## config.mk

```make
export PLATFORM = sky130hd
export DESIGN_NAME = lchh_front_flat
export DESIGN_NICKNAME = d
export VERILOG_FILES = /design/src/design/lchh_pkg.sv /design/src/design/lchh_if.sv /design/src/design/lchh_front.sv /design/src/flat_wrapper.sv
export SDC_FILE = /design/constraint.sdc
export NUM_CORES = 1
export LEC_CHECK = 0
export ABC_AREA = 0
export CAP_MARGIN = 15
export CORE_ASPECT_RATIO = 1.1
export CORE_MARGIN = 8
export CORE_UTILIZATION = 57
export DETAILED_ROUTE_END_ITERATION = 7
export DONT_BUFFER_PORTS = 1
export PLACE_DENSITY_LB_ADDON = 0.05
export SLEW_MARGIN = 25
export SYNTH_ARGS = -nofsm -noshare
export SYNTH_HDL_FRONTEND = slang
export SYNTH_SLANG_ARGS = --single-unit
```

## constraint.sdc

```tcl
create_clock -name clk -period 4.45 [get_ports clk]
set_input_delay 0.2225 -clock clk [delete_from_list [all_inputs] [get_ports clk]]
set_output_delay 0.2225 -clock clk [all_outputs]
set_load 0.02 [all_outputs]
```

## src/design/lchh_pkg.sv

```systemverilog
// package for the lossy counting heavy hitter table
// types, codes and defaults shared by the interfaces, the front, the back and the top level
// no dependencies
package lchh_pkg;

	// default table geometry
	localparam int SETS_DEF      = 256;
	localparam int WAYS_DEF      = 4;
	localparam int FLOW_BITS_DEF = 64;

	// fixed field widths
	localparam int CMD_W    = 2;
	localparam int BIDX_W   = 8;
	localparam int FLOW_W   = 64;
	localparam int COUNT_W  = 16;
	localparam int STATUS_W = 2;
	localparam int WORD_W   = 32;
	localparam int OCC_W    = 11;
	localparam int SET_MAX_W = 12;

	// configuration port
	localparam int CFG_IDX_W  = 1;
	localparam int CFG_DATA_W = 16;
	localparam logic [CFG_DATA_W-1:0] BUCKET_WIDTH_RST    = 16'd100;
	localparam logic [CFG_DATA_W-1:0] REPORT_FRACTION_RST = 16'd655;

	typedef enum logic [CFG_IDX_W-1:0] {
		CFG_BUCKET_WIDTH    = 1'd0,
		CFG_REPORT_FRACTION = 1'd1
	} cfg_idx_t;

	typedef enum logic [CMD_W-1:0] {
		CMD_UPDATE = 2'd0,
		CMD_QUERY  = 2'd1,
		CMD_DELETE = 2'd2,
		CMD_NOP    = 2'd3
	} cmd_t;

	typedef enum logic [STATUS_W-1:0] {
		STAT_DONE   = 2'd0,
		STAT_PRUNED = 2'd1,
		STAT_FULL   = 2'd2,
		STAT_MISS   = 2'd3
	} status_t;

	// classified operation handed from front to back
	typedef struct packed {
		cmd_t                 cmd;
		logic [SET_MAX_W-1:0] set;
		logic [FLOW_W-1:0]    flow;
		logic [COUNT_W-1:0]   count;
	} op_t;

	// queue head seen by the back
	typedef struct packed {
		logic valid;
		op_t  op;
	} op_head_t;

endpackage

```

## src/design/lchh_if.sv

```systemverilog
// valid/ready channel interfaces for items in and results out
// depends on lchh_pkg for field widths
interface lchh_in_if;
	logic                          valid;
	logic                          ready;
	logic [lchh_pkg::CMD_W-1:0]    cmd;
	logic [lchh_pkg::BIDX_W-1:0]   bucket_index;
	logic [lchh_pkg::FLOW_W-1:0]   flow_id;
	logic [lchh_pkg::COUNT_W-1:0]  count;

	modport source (output valid, cmd, bucket_index, flow_id, count, input ready);
	modport sink   (input valid, cmd, bucket_index, flow_id, count, output ready);
endinterface


```

## src/design/lchh_front.sv

```systemverilog
// front: accepts items, classifies them and holds them in a two entry queue
// depends on lchh_pkg and lchh_if
module lchh_front #(
	parameter int SETS      = lchh_pkg::SETS_DEF,
	parameter int FLOW_BITS = lchh_pkg::FLOW_BITS_DEF
) (
	input  logic               clk,
	input  logic               arst_n,
	lchh_in_if.sink            in_ch,
	output lchh_pkg::op_head_t head,
	input  logic               pop
);
	import lchh_pkg::*;

	typedef logic [SET_MAX_W-1:0] set_lut_t [256];

	function automatic set_lut_t build_lut();
		set_lut_t lut;
		for (int i = 0; i < 256; i++) begin
			lut[i] = SET_MAX_W'(i % SETS);
		end
		return lut;
	endfunction

	localparam set_lut_t SET_LUT = build_lut();
	localparam logic [FLOW_W-1:0] FLOW_MASK = {FLOW_W{1'b1}} >> (FLOW_W - FLOW_BITS);

	op_t        slot_q [2];
	logic       wr_ptr_q;
	logic       rd_ptr_q;
	logic [1:0] fill_q;
	op_t        op_in;
	logic       push;

	// classify the incoming item
	always_comb begin
		op_in.cmd   = cmd_t'(in_ch.cmd);
		op_in.set   = SET_LUT[in_ch.bucket_index];
		op_in.flow  = in_ch.flow_id & FLOW_MASK;
		op_in.count = in_ch.count;
	end

	assign in_ch.ready = (fill_q != 2'd2);
	assign push        = in_ch.valid && in_ch.ready;
	assign head.valid  = (fill_q != 2'd0);
	assign head.op     = slot_q[rd_ptr_q];

	// queue payload
	always_ff @(posedge clk) begin
		if (push) begin
			slot_q[wr_ptr_q] <= op_in;
		end
	end

	// queue pointers and fill
	always_ff @(posedge clk or negedge arst_n) begin
		if (!arst_n) begin
			wr_ptr_q <= 1'b0;
			rd_ptr_q <= 1'b0;
			fill_q   <= 2'd0;
		end else begin
			if (push) begin
				wr_ptr_q <= ~wr_ptr_q;
			end
			if (pop) begin
				rd_ptr_q <= ~rd_ptr_q;
			end
			fill_q <= fill_q + 2'(push) - 2'(pop);
		end
	end

`ifndef ASSERT_OFF
	a_pop_nonempty: assert property (@(posedge clk) disable iff (!arst_n)
		pop |-> head.valid) else $error("pop from empty queue");
	a_no_overflow: assert property (@(posedge clk) disable iff (!arst_n)
		fill_q == 2'd2 |=> fill_q != 2'd0 || $past(pop)) else $error("queue fill jumped");
	a_fill_range: assert property (@(posedge clk) disable iff (!arst_n)
		fill_q != 2'd3) else $error("queue overfilled");
`endif
endmodule

```

## src/flat_wrapper.sv

```systemverilog
// flat-port wrapper written by rule: the top's interface ports become plain ports
module lchh_front_flat import lchh_pkg::*;
#(
	parameter int SETS      = lchh_pkg::SETS_DEF,
	parameter int FLOW_BITS = lchh_pkg::FLOW_BITS_DEF
)
  (clk, arst_n, head, pop, in_ch_valid, in_ch_cmd, in_ch_bucket_index, in_ch_flow_id, in_ch_count, in_ch_ready);
  lchh_in_if in_ch_i ();
  input  logic clk;
  input  logic arst_n;
  output lchh_pkg::op_head_t head;
  input  logic pop;
  input wire logic [$bits(in_ch_i.valid)-1:0] in_ch_valid;
  input wire logic [$bits(in_ch_i.cmd)-1:0] in_ch_cmd;
  input wire logic [$bits(in_ch_i.bucket_index)-1:0] in_ch_bucket_index;
  input wire logic [$bits(in_ch_i.flow_id)-1:0] in_ch_flow_id;
  input wire logic [$bits(in_ch_i.count)-1:0] in_ch_count;
  output wire logic [$bits(in_ch_i.ready)-1:0] in_ch_ready;
  assign in_ch_i.valid = in_ch_valid;
  assign in_ch_i.cmd = in_ch_cmd;
  assign in_ch_i.bucket_index = in_ch_bucket_index;
  assign in_ch_i.flow_id = in_ch_flow_id;
  assign in_ch_i.count = in_ch_count;
  assign in_ch_ready = in_ch_i.ready;
  lchh_front #(.SETS(SETS), .FLOW_BITS(FLOW_BITS)) u_core (.clk(clk), .arst_n(arst_n), .in_ch(in_ch_i), .head(head), .pop(pop));
endmodule
```

[After elaboration in Yosys (flattened, before gate mapping)]
Memories as Yosys holds them, arrays and structs flattened.
Cells that the tools add are included.
Storage, ports and cells
  bits in registers: 4
  RAM bits: 188
  bits in read-only memories: 3072
  input bits: 94
  word-level logic and storage cells: 18
  memories kept: 2
Memories
  (name not given): depth 256, width 12, rd ports 1, clocked after Yosys merged registers in 0, wr ports 0, line lchh_front.sv:38  | op_in.set = SET_LUT[in_ch.bucket_index];
  u_core.slot_q: depth 2, width 94, rd ports 1, clocked after Yosys merged registers in 0, wr ports 1, line lchh_front.sv:28  | op_t slot_q [2];
Operators by class
  add/sub/neg operators: 2
  order comparisons: 1
  equal/unequal tests: 1
  muxes and demuxes: 4
  bitwise logic cells: 3
  reductions and logical operators: 2
Operators by type and width (number)
  $mux W12: 2
  $ge A9 B9 Y1 const B: 1
  $not A8 Y9: 1
  $add A2 B1 Y2: 1
  $mux W1: 2
  $ne A2 B2 Y1 const B: 1
  $not A1 Y1: 2
  $reduce_bool A2 Y1: 1
  $sub A2 B1 Y2: 1
  $logic_and A1 B1 Y1: 1

[Logic depth before layout (Yosys ltp)]
Gate-level depths: netlist (run 1).
  word-level depth: 4
  mapped depth: 5
  gate-level depth less buffers: 5

[Worst setup path after synthesis (run 1)]
Ideal clock, no wire load.
  path type: register to register
  start: register u_core.fill_q[0]
  end: memory u_core.slot_q[0][0] (netlist bit) (enable)
  library setup time: 539 ps
  arrival time: 4525 ps
  required time: 3911 ps
  path slack: -614 ps
  cell stages (with the launch flop): 4
  cells stage by stage: dfrtp_1 -> nand2b_1 -> nand2_1 -> nor2_1
Between the ends
  longest elaborated chain between the ends: 4
RTL lines
  start, declared: line lchh_front.sv:31  | logic [1:0] fill_q;
  start signal, assigned: line lchh_front.sv:68  | fill_q <= fill_q + 2'(push) - 2'(pop);
  $ne A2 B2 Y1: line lchh_front.sv:43  | assign in_ch.ready = (fill_q != 2'd2);
  via in_ch_ready: line flat_wrapper.sv:18  | output wire logic [$bits(in_ch_i.ready)-1:0] in_ch_ready;
  $logic_and A1 B1 Y1: line lchh_front.sv:44  | assign push = in_ch.valid && in_ch.ready;
  $mux W1: line lchh_front.sv:50  | if (push) begin
  $mux W1 (not written as such): line lchh_front.sv:51  | slot_q[wr_ptr_q] <= op_in;
  end, declared: line lchh_front.sv:28
The timed path passes the listed nets, and every way through them passes these cells.

==> run_results.csv, run 1 <==
group,metric,value,unit
grt,grt_antenna_before_repair,0,
synth,syn_area,7180,µm²
grt,grt_pass1_vias,3346,
clock_tree,cts_buffers,17,
critical_path,crit_type,"reg2out",
floorplanning,num_rows,43,
floorplanning,start_util,57.7,%
outcome,status,"complete, no violations",
layout,nets,503,
layout,antenna_cells,0,
route,vias_per_cell,5.27,
sta,finClkSkew,6.66,ps
sta,rsz0062_at_grt,"false",
sta,max_slew.worst_pin.slew,989,ps
critical_path,cp.arrival,2410,ps
flow_run,cap_violations,0,
grt,grt_pass1_wl,18300,µm
route,drtPass1Iterations,4,
route,avgRoutedWirePerCell,21.4,µm
route,wl,12300,µm
floorplanning,die_w,123,µm
sta,setup_viol,0,
floorplanning,io_pins,190,
sta,min_period,2630,ps
clock_tree,htreeDepth,4,
floorplanning,core,12400,µm²
layout,nFillCells,777,
grt,grt.total_usage,15.1,%
synth,synth_cells,303,
clock_tree,clockBufferDepth,2,
clock_tree,clockRootBuffer,"clkbuf_16",
floorplanning,fp.dieH,134,µm
layout,instances_no_fill,576,
clock_tree,cts_sinks,184,
placed_design,portBuffers,0,
synth,ys.warnings.count,0,
pwr,p_per_area,671,nW/µm²
layout,area_delta_synth_final,21.3,%
sta,relSlewSlack,34.0,%
pwr,power,5.84,mW
hold_path,hp-class,"in2reg",
critical_path,worstPathRequired,4230,ps
floorplanning,die_area,16400,µm²
clock_tree,cts_tree,"done",
synth,syn_avg_cell_area,23.7,µm²
route,dr.first_iter.drc_count,189,
synth,yosysSeqAreaShare,76.7,%
layout,drive_above_1_share,29.4,%
route,drc,0,
placed_design,post-dp-hpwl,7910,µm
synth,synth-seq-cells,184,
synth,synth_cell_types,19,
clock_tree,post_cts_resized,0,
sta,setup_tns,0,ps
placed_design,postPlaceCellArea,7220,µm²
pwr,ir_drop,0.933,mV
critical_path,end_kind,"output pin",
critical_path,cp-start-kind,"flop",
grt,grt_start_max_net_pins,68,
critical_path,crit_fanout,53,
sta,hold_ws,73.7,ps
sta,slew_viol_final,0,
placed_design,dp_cells,454,
pwr,power_leakage,3.19,nW
clock_tree,cts.reportedPaths.clkPinSlew,60,ps
layout,final_area,8700,µm²
sta,finalHoldViolCount,0,
placed_design,globalplace.congestion,0.701,
route,via_count,3035,
clock_tree,worstSkewPairLatency,410,ps
route,postRouteAntennaNets,0,
grt,overflow,0,
sta,fmax,0.380,GHz
sta,min_period_over_period,59.2,%
[report_power, final]
part	switching (mW)	internal (mW)
logic	1.04	0.763
registers	0.226	2.37
clock network	0.570	0.871
total	1.84	4.01
[routing by layer]
metal | GRT usage [%] | wire length [µm] | vias up
met4 | 6.70 | 284 | 0
li1 | - | - | 1389
met3 | 6.90 | 1190 | 15
met1 | 16.0 | 4500 | 1513
met5 | 0 | 0 | -
met2 | 25.2 | 6380 | 118
[path summary, 6_finish.rpt]
path	endpoint	slack (ps)	from	cells past startpoint
worst min register to register	u_core.wr_ptr_q	560	u_core.wr_ptr_q	1
worst min-delay path	u_core.fill_q[1]	70	pop	2
max in group asynchronous	u_core.rd_ptr_q	4180	arst_n	1
worst max register to register	u_core.slot_q[1][51]	2110	u_core.fill_q[0]	3
worst max-delay path	head[29]	1820	u_core.rd_ptr_q	2
min in group asynchronous	u_core.fill_q[1]	80	arst_n	1
[logic make-up after synthesis]
group | share of synthesized area (%)
flops | 76.7
mux | 18.9
buf+inv | 3.14
simple gates | 0.506
xor+xnor | 0.488
fa+ha+maj | 0.174
other cells | 0.0523
[area by class of cell]
| class | count | area (µm²) | share of cell area, % |
|---|---|---|---|
| Clock inverter | 10 | 130 | 1.50 |
| Clock buffer | 20 | 437 | 5.02 |
| Multi-Input combinational cell | 107 | 1470 | 16.9 |
| Tap cell | 157 | 196 | 2.26 |
| Inverter | 1 | 3.75 | 0.0431 |
| Timing Repair Buffer | 97 | 958 | 11.0 |
| Sequential cell | 184 | 5510 | 63.3 |
[stage by stage]
step	utilization [%]	setup slack (ps)
after floorplan	-	897
after global placement	58.1	2080
after detailed placement	58.1	2070
after CTS	70.0	1760
after global routing	70.0	1680
final	70.0	1820
[critical path: stages (launching register included)]
cell,delay (ps)
dfrtp_4,1090
buf_4,490
mux2_4,380
[synthesized netlist by cell type, drive strengths merged]
cell type | number | area share (%)
and3 | 1 | 0.087
buf | 14 | 3.1
conb | 1 | 0.052
dfrtp | 4 | 1.4
edfxtp | 180 | 75
ha | 1 | 0.17
inv | 1 | 0.052
mux2 | 90 | 19
mux2i | 1 | 0.14
nand2 | 2 | 0.10
nand2b | 1 | 0.087
nor2 | 1 | 0.052
nor2b | 1 | 0.087
or2 | 1 | 0.087
xnor2 | 2 | 0.24
xor2 | 2 | 0.24
[state kept, by name (all words and copies together), names as in the netlist]
name,count
u_core.fill_q,2
u_core.rd_ptr_q,1
u_core.slot_q,180
u_core.wr_ptr_q,1
[layout by cell type, fill, tap and decap left out, types with 2 or more instances in the layout]
cell type      Yosys  final
bufinv_16          0      3
mux2_4            89     89
edfxtp_1         180    180
clkbuf_16          0     17
dlygate4sd3_1      0     92
conb_1             1      4
clkinvlp_4         0      2
buf_4              4      5
xnor2_1            2      2
dfrtp_1            4      3
nand2_1            2      2
clkinv_1           0      3
xor2_1             2      2
clkbuf_1           0      3
[timing repair]
action | CTS | global route
setup endpoints to repair | 0 | 0
endpoints found under the hold margin | 185 | 0
hold buffers | 92 | 0
buffers inserted | 0 | 0
Note: power is estimated with default switching activity, not from simulation.
==> run 2: changes to the inputs <==
--- a/config.mk
+++ b/config.mk
@@ -9,7 +9,7 @@
 export CAP_MARGIN = 15
 export CORE_ASPECT_RATIO = 1.1
 export CORE_MARGIN = 8
-export CORE_UTILIZATION = 57
+export CORE_UTILIZATION = 63
 export DETAILED_ROUTE_END_ITERATION = 7
 export DONT_BUFFER_PORTS = 1
 export PLACE_DENSITY_LB_ADDON = 0.05
==> constraint.sdc (replaced) <==
create_clock -name clk -period 2.6 [get_ports clk]
set_input_delay 0.13 -clock clk [delete_from_list [all_inputs] [get_ports clk]]
set_output_delay 0.13 -clock clk [all_outputs]
set_load 0.02 [all_outputs]
==> run 2 against run 1 <==
  * Via count grew 1.6%
  * Hold slack improved by 53 ps
  * Die area shrank 8.4%
  * Critical path type unchanged
  * Critical endpoint is now head[75]
  * Highest routed layer unchanged
==> run_results.csv, run 2 (synthesis gave the netlist of run 1 again) <==
group,metric,value,unit
route,drtPass1Iterations,4,
critical_path,cp.arrival,1990,ps
critical_path,rrSetupSlack,770,ps
clock_tree,cts_tree,"done",
critical_path,crit_fanout,30,
critical_path,crit_type,"reg2out",
route,wl,12900,µm
critical_path,critPathTopFamily,"flip-flops",
clock_tree,clockBufferDepth,2,
layout,drive_above_1_share,30.9,%
layout,instances_no_fill,574,
hold_path,hp-class,"in2reg",
route,wl_met3,1010,µm
critical_path,crit_start,"u_core.rd_ptr_q",
layout,nets,506,
flow_run,cap_violations,0,
route,dr.max_layer_used,"met4",
critical_path,cp-start-kind,"flop",
clock_tree,cts_sinks,184,
sta,hold_ws,127,ps
layout,largest_reg_flops,180,
clock_tree,cts_buffers,17,
floorplanning,start_util,63.6,%
layout,top_register,"u_core.slot_q",
sta,fmax,0.471,GHz
critical_path,crit_path_max_incr_delay,810,ps
clock_tree,worstSkewPairLatency,410,ps
layout,final_common_cell,"edfxtp_1",
grt,overflow,0,
sta,relSlewSlack,60.8,%
placed_design,globalplace.congestion,0.678,
pwr,ir_drop,1.03,mV
sta,slew_viol_final,0,
route,vias_per_cell,5.37,
placed_design,portBuffers,0,
floorplanning,die_w,118,µm
placed_design,post-dp-hpwl,8230,µm
route,dr.first_iter.drc_count,149,
sta,max_slew.worst_pin.slew,588,ps
route,met2_wirelength,6670,µm
sta,rsz0062_at_grt,"false",
clock_tree,htreeDepth,4,
critical_path,crit_cells,2,
sta,setup_tns,0,ps
critical_path,worstPathRequired,2470,ps
layout,area.sequential,5510,µm²
route,wl_met1,5030,µm
pwr,power_leakage,3.25,nW
placed_design,postPlaceCellArea,7280,µm²
critical_path,setup.worst_path.end,"head[75]",
critical_path,r2r-end,"u_core.slot_q[0][22]",
layout,multi_input_area,1470,µm²
grt,grt_pass1_wl,19200,µm
floorplanning,num_rows,41,
sta,min_period_over_period,81.7,%
outcome,status,"complete, no violations",
floorplanning,io_pins,190,
critical_path,r2r_cells,4,
floorplanning,fp.dieH,128,µm
grt,grt.total_usage,17.2,%
floorplanning,core,11300,µm²
floorplanning,die_area,15100,µm²
critical_path,cp_slowest_cell,"dfrtp_4",
layout,nFillCells,618,
critical_path,end_kind,"output pin",
grt,grt_pass1_vias,3381,
grt,grt_start_max_net_pins,56,
critical_path,path_cells,"buf_12 > mux2_2",
clock_tree,cts.reportedPaths.clkPinSlew,70,ps
layout,mostFrequentLayoutCells,"edfxtp_1 (180), dlygate4sd3_1 (94), mux2_4 (89), clkbuf_16 (17)",
placed_design,dp_cells,448,
layout,postLayoutCoreUtil,78.3,%
layout,reg.largest.list,"u_core.slot_q (180), u_core.fill_q (2)",
grt,grt_antenna_before_repair,0,
route,avgRoutedWirePerCell,22.4,µm
clock_tree,clockRootBuffer,"clkbuf_16",
sta,finalHoldViolCount,0,
layout,area_delta_synth_final,23.1,%
sta,min_period,2120,ps
route,drc,0,
critical_path,rr_startpoint,"u_core.fill_q[0]",
route,via_count,3083,
sta,finClkSkew,7.20,ps
critical_path,cp_num_buf_inv,1,
layout,final_area,8830,µm²
pwr,p_per_area,1160,nW/µm²
sta,setup_viol,0,
route,postRouteAntennaNets,0,
layout,antenna_cells,0,
## run 2: worst min-delay path by stage
stage                            from          endpoint  slack, ps  cells past startpoint
after detailed placement       arst_n  u_core.fill_q[0]       -170                      0
final                     in_ch_valid  u_core.fill_q[1]        130                      3
after global routing      in_ch_valid  u_core.fill_q[1]        140                      3
after CTS                 in_ch_valid  u_core.fill_q[1]        100                      3
after global placement         arst_n  u_core.fill_q[1]       -170                      0
after floorplan                arst_n  u_core.fill_q[0]       -170                      0
## run 2: cell type report
type                       instances  share of cell area (%)
sequential                       184                    62.4
inverter                           1                  0.0425
clock inverter                    14                    2.11
multi-input combinational        107                    16.6
tap                              150                    2.12
clock buffer                      18                    4.86
timing repair buffer             100                    11.9
## run 2: what timing repair did
| action | in CTS | in global routing |
|---|---|---|
| setup buffers | 0 | 0 |
| gates resized for setup | 0 | 0 |
| endpoints found under the hold margin | 188 | 0 |
| hold buffers | 94 | 0 |
## run 2: tightest hold or removal path: stages
cell and delay (ps):
nor2b_1 120, mux2i_1 130, xnor2_1 120
## run 2: report_power, final
part	total [mW]	internal (mW)	switching [mW]	leakage, nW
Combinational	3.29	1.38	1.91	1.24
Clock	2.61	1.54	1.07	0.294
Sequential	4.35	4.05	0.303	1.72
Total	10.3	6.97	3.28	3.25
## run 2: metal layers
layer / GRT usage (%) / vias up
met4: 6.56 / 0
met3: 7.49 / 12
met1: 18.7 / 1553
met2: 29.2 / 118
li1: - / 1400
met5: 0 / -
## run 2: per-stage QoR
step / power (mW) / worst slack, ps
6_report: 10.3 / 477
5_1_grt: 10.6 / 394
4_1_cts: 10.4 / 438
3_5_place_dp: 7.61 / 764
3_3_place_gp: 7.57 / 802
2_1_floorplan: 7.30 / 40.4
==> run 3: changes to the inputs <==
--- a/config.mk
+++ b/config.mk
@@ -9,7 +9,7 @@
 export CAP_MARGIN = 15
 export CORE_ASPECT_RATIO = 1.1
 export CORE_MARGIN = 8
-export CORE_UTILIZATION = 63
+export CORE_UTILIZATION = 57
 export DETAILED_ROUTE_END_ITERATION = 7
 export DONT_BUFFER_PORTS = 1
 export PLACE_DENSITY_LB_ADDON = 0.05
==> constraint.sdc (replaced) <==
create_clock -name clk -period 1.95 [get_ports clk]
set_input_delay 0.0975 -clock clk [delete_from_list [all_inputs] [get_ports clk]]
set_output_delay 0.0975 -clock clk [all_outputs]
set_load 0.02 [all_outputs]
==> run 3 against run 2 <==
  * Total power grew 33%
  * Sequential share of layout area shrank 0.27 points
  * Clock power grew 27%
  * Register-to-register slack lost 390 ps
  * Global-route usage shrank 1.7 points
  * Worst setup slack lost 360 ps
  * Via count grew 0.52%
  * Hold slack lost 33 ps
  * First-iteration DRC count grew 12%
  * Final area grew 0.44%
==> run_results.csv, run 3 (synthesis gave the netlist of run 1 again) <==
group,metric,value,unit
floorplanning,die_w,123,µm
critical_path,cp_slowest_cell,"dfrtp_4",
layout,top_register,"u_core.slot_q",
grt,busiest_layer,"met2",
placed_design,post-dp-hpwl,8660,µm
critical_path,r2r-end,"u_core.slot_q[1][57]",
hold_path,hold_end,"u_core.fill_q[1]",
hold_path,worstHoldStart,"in_ch_valid",
sta,finClkSkew,5.21,ps
floorplanning,num_rows,43,
critical_path,rrSetupSlack,380,ps
route,avgRoutedWirePerCell,21.8,µm
sta,min_period_over_period,93.9,%
clock_tree,worstSkewPairLatency,410,ps
layout,final_common_cell,"edfxtp_1",
layout,postLayoutCoreUtil,71.4,%
critical_path,crit_path_max_incr_delay,600,ps
grt,overflow,0,
layout,antenna_cells,0,
placed_design,dpl_worst_slack,370,ps
clock_tree,cts_sinks,184,
critical_path,crit_fanout,25,
critical_path,critPathTopFamily,"flip-flops",
placed_design,portBuffers,0,
route,drtPass1Iterations,4,
sta,slew_viol_final,0,
floorplanning,core,12400,µm²
outcome,status,"complete, no violations",
layout,drive_above_1_share,31.1,%
grt,grt_pass1_vias,3357,
critical_path,r2r_cells,3,
critical_path,path_cells,"buf_6 > mux2_4",
clock_tree,htreeDepth,4,
clock_tree,cts.reportedPaths.clkPinSlew,60,ps
pwr,p_per_area,1530,nW/µm²
critical_path,cp_num_buf_inv,1,
route,vias_per_cell,5.31,
route,postRouteAntennaNets,0,
sta,setup_tns,0,ps
critical_path,cp-start-kind,"flop",
sta,finalHoldViolCount,0,
pwr,ir_drop,0.828,mV
layout,largest_reg_flops,180,
clock_tree,clockRootBuffer,"clkbuf_16",
clock_tree,clockBufferDepth,2,
sta,rsz0062_at_grt,"false",
floorplanning,start_util,57.7,%
grt,grt_start_max_net_pins,57,
floorplanning,die_area,16400,µm²
grt,gr-usage-met2,26.2,%
critical_path,rr_startpoint,"u_core.fill_q[0]",
critical_path,end_kind,"output pin",
grt,use_met1,17.0,%
hold_path,hp-class,"in2reg",
layout,mostFrequentLayoutCells,"edfxtp_1 (180), dlygate4sd3_1 (94), mux2_4 (89), clkbuf_16 (17), buf_12 (6)",
layout,nets,510,
grt,grt.total_usage,15.5,%
sta,min_period,1830,ps
pwr,power_leakage,3.26,nW
floorplanning,fp.dieH,134,µm
sta,fmax,0.546,GHz
critical_path,worstPathRequired,1850,ps
flow_run,cap_violations,0,
layout,area_delta_synth_final,23.6,%
clock_tree,cts_setup_buffers,0,
placed_design,postPlaceCellArea,7340,µm²
clock_tree,cts_buffers,17,
critical_path,crit_type,"reg2out",
route,dr.first_iter.drc_count,167,
grt,grt_antenna_before_repair,1,
layout,final_area,8870,µm²
route,drc,0,
hold_path,whs_path_depth,3,
clock_tree,cts_tree,"done",
grt,met3_usage,5.76,%
layout,reg.largest.list,"u_core.slot_q (180), u_core.fill_q (2)",
placed_design,globalplace.congestion,0.725,
sta,setup_viol,0,
route,wl,12700,µm
sta,setup_slack,119,ps
route,via_count,3099,
critical_path,cp.arrival,1730,ps
grt,grt_pass1_wl,18700,µm
floorplanning,io_pins,190,
-- run 3: changes by cell type in the layout (fill, tap and decap cells not counted), sizes merged --
cell      delta
buf          +4
inv          -5
clkinv       +3
clkinvlp     +1
-- run 3: final cells by class --
type,count,area (µm²)
well taps,157,196
repair buffers,104,1090
clock inverters,13,155
multi-input cells,107,1480
fillers,744,3560
flip-flops and latches,184,5510
inverters,1,3.75
clock buffers,18,429
-- run 3: metrics by stage --
step / hold WS, ps / power, mW / cells
global placement: -198 / 10.2 / 459
detailed placement: -198 / 10.3 / 459
CTS: 83.0 / 13.8 / 584
floorplan: -198 / 9.77 / 306
finish: 94.3 / 13.6 / 584
global route: 100 / 14.1 / 584
-- run 3: power by group --
part           switching, mW  total, mW  internal, mW
registers              0.321       5.73          5.40
clock network           1.32       3.32          2.00
logic                   2.63       4.55          1.92
total                   4.27       13.6          9.32
-- run 3: metal layers --
layer  share of wire [%]  vias to the layer above  routed length (µm)
met5                0.10                        -                  13
met4                 1.6                        2                 208
met3                 8.7                       16                1100
met2                  52                      112                6660
met1                  37                     1559                4740
li1                    -                     1410                   -
-- run 3: worst reg2reg max path, delay by kind of cell (launching register included) --
| kind | cells | cell delay (ps) |
|---|---|---|
| AND/OR/NAND/NOR | 2 | 570 |
| buffers and inverters | 1 | 310 |
| flip-flops | 1 | 380 |
-- run 3: how the worst max path moves through the flow --
stage	from	end	slack, ps	depth (start not counted)
after floorplan	u_core.fill_q[1]	u_core.slot_q[0][0]	-420	3
after global placement	u_core.fill_q[0]	u_core.slot_q[1][46]	380	3
after detailed placement	u_core.fill_q[0]	u_core.slot_q[1][51]	370	3
after CTS	u_core.rd_ptr_q	head[43]	90	2
after global routing	u_core.rd_ptr_q	head[46]	40	2
final	u_core.rd_ptr_q	head[43]	120	2
-- run 3: what timing repair did --
item / in CTS / in global routing
setup endpoints to repair: 25 / 0
gates resized for setup: 1 / 0
endpoints found under the hold margin: 188 / 0
hold buffers: 94 / 0
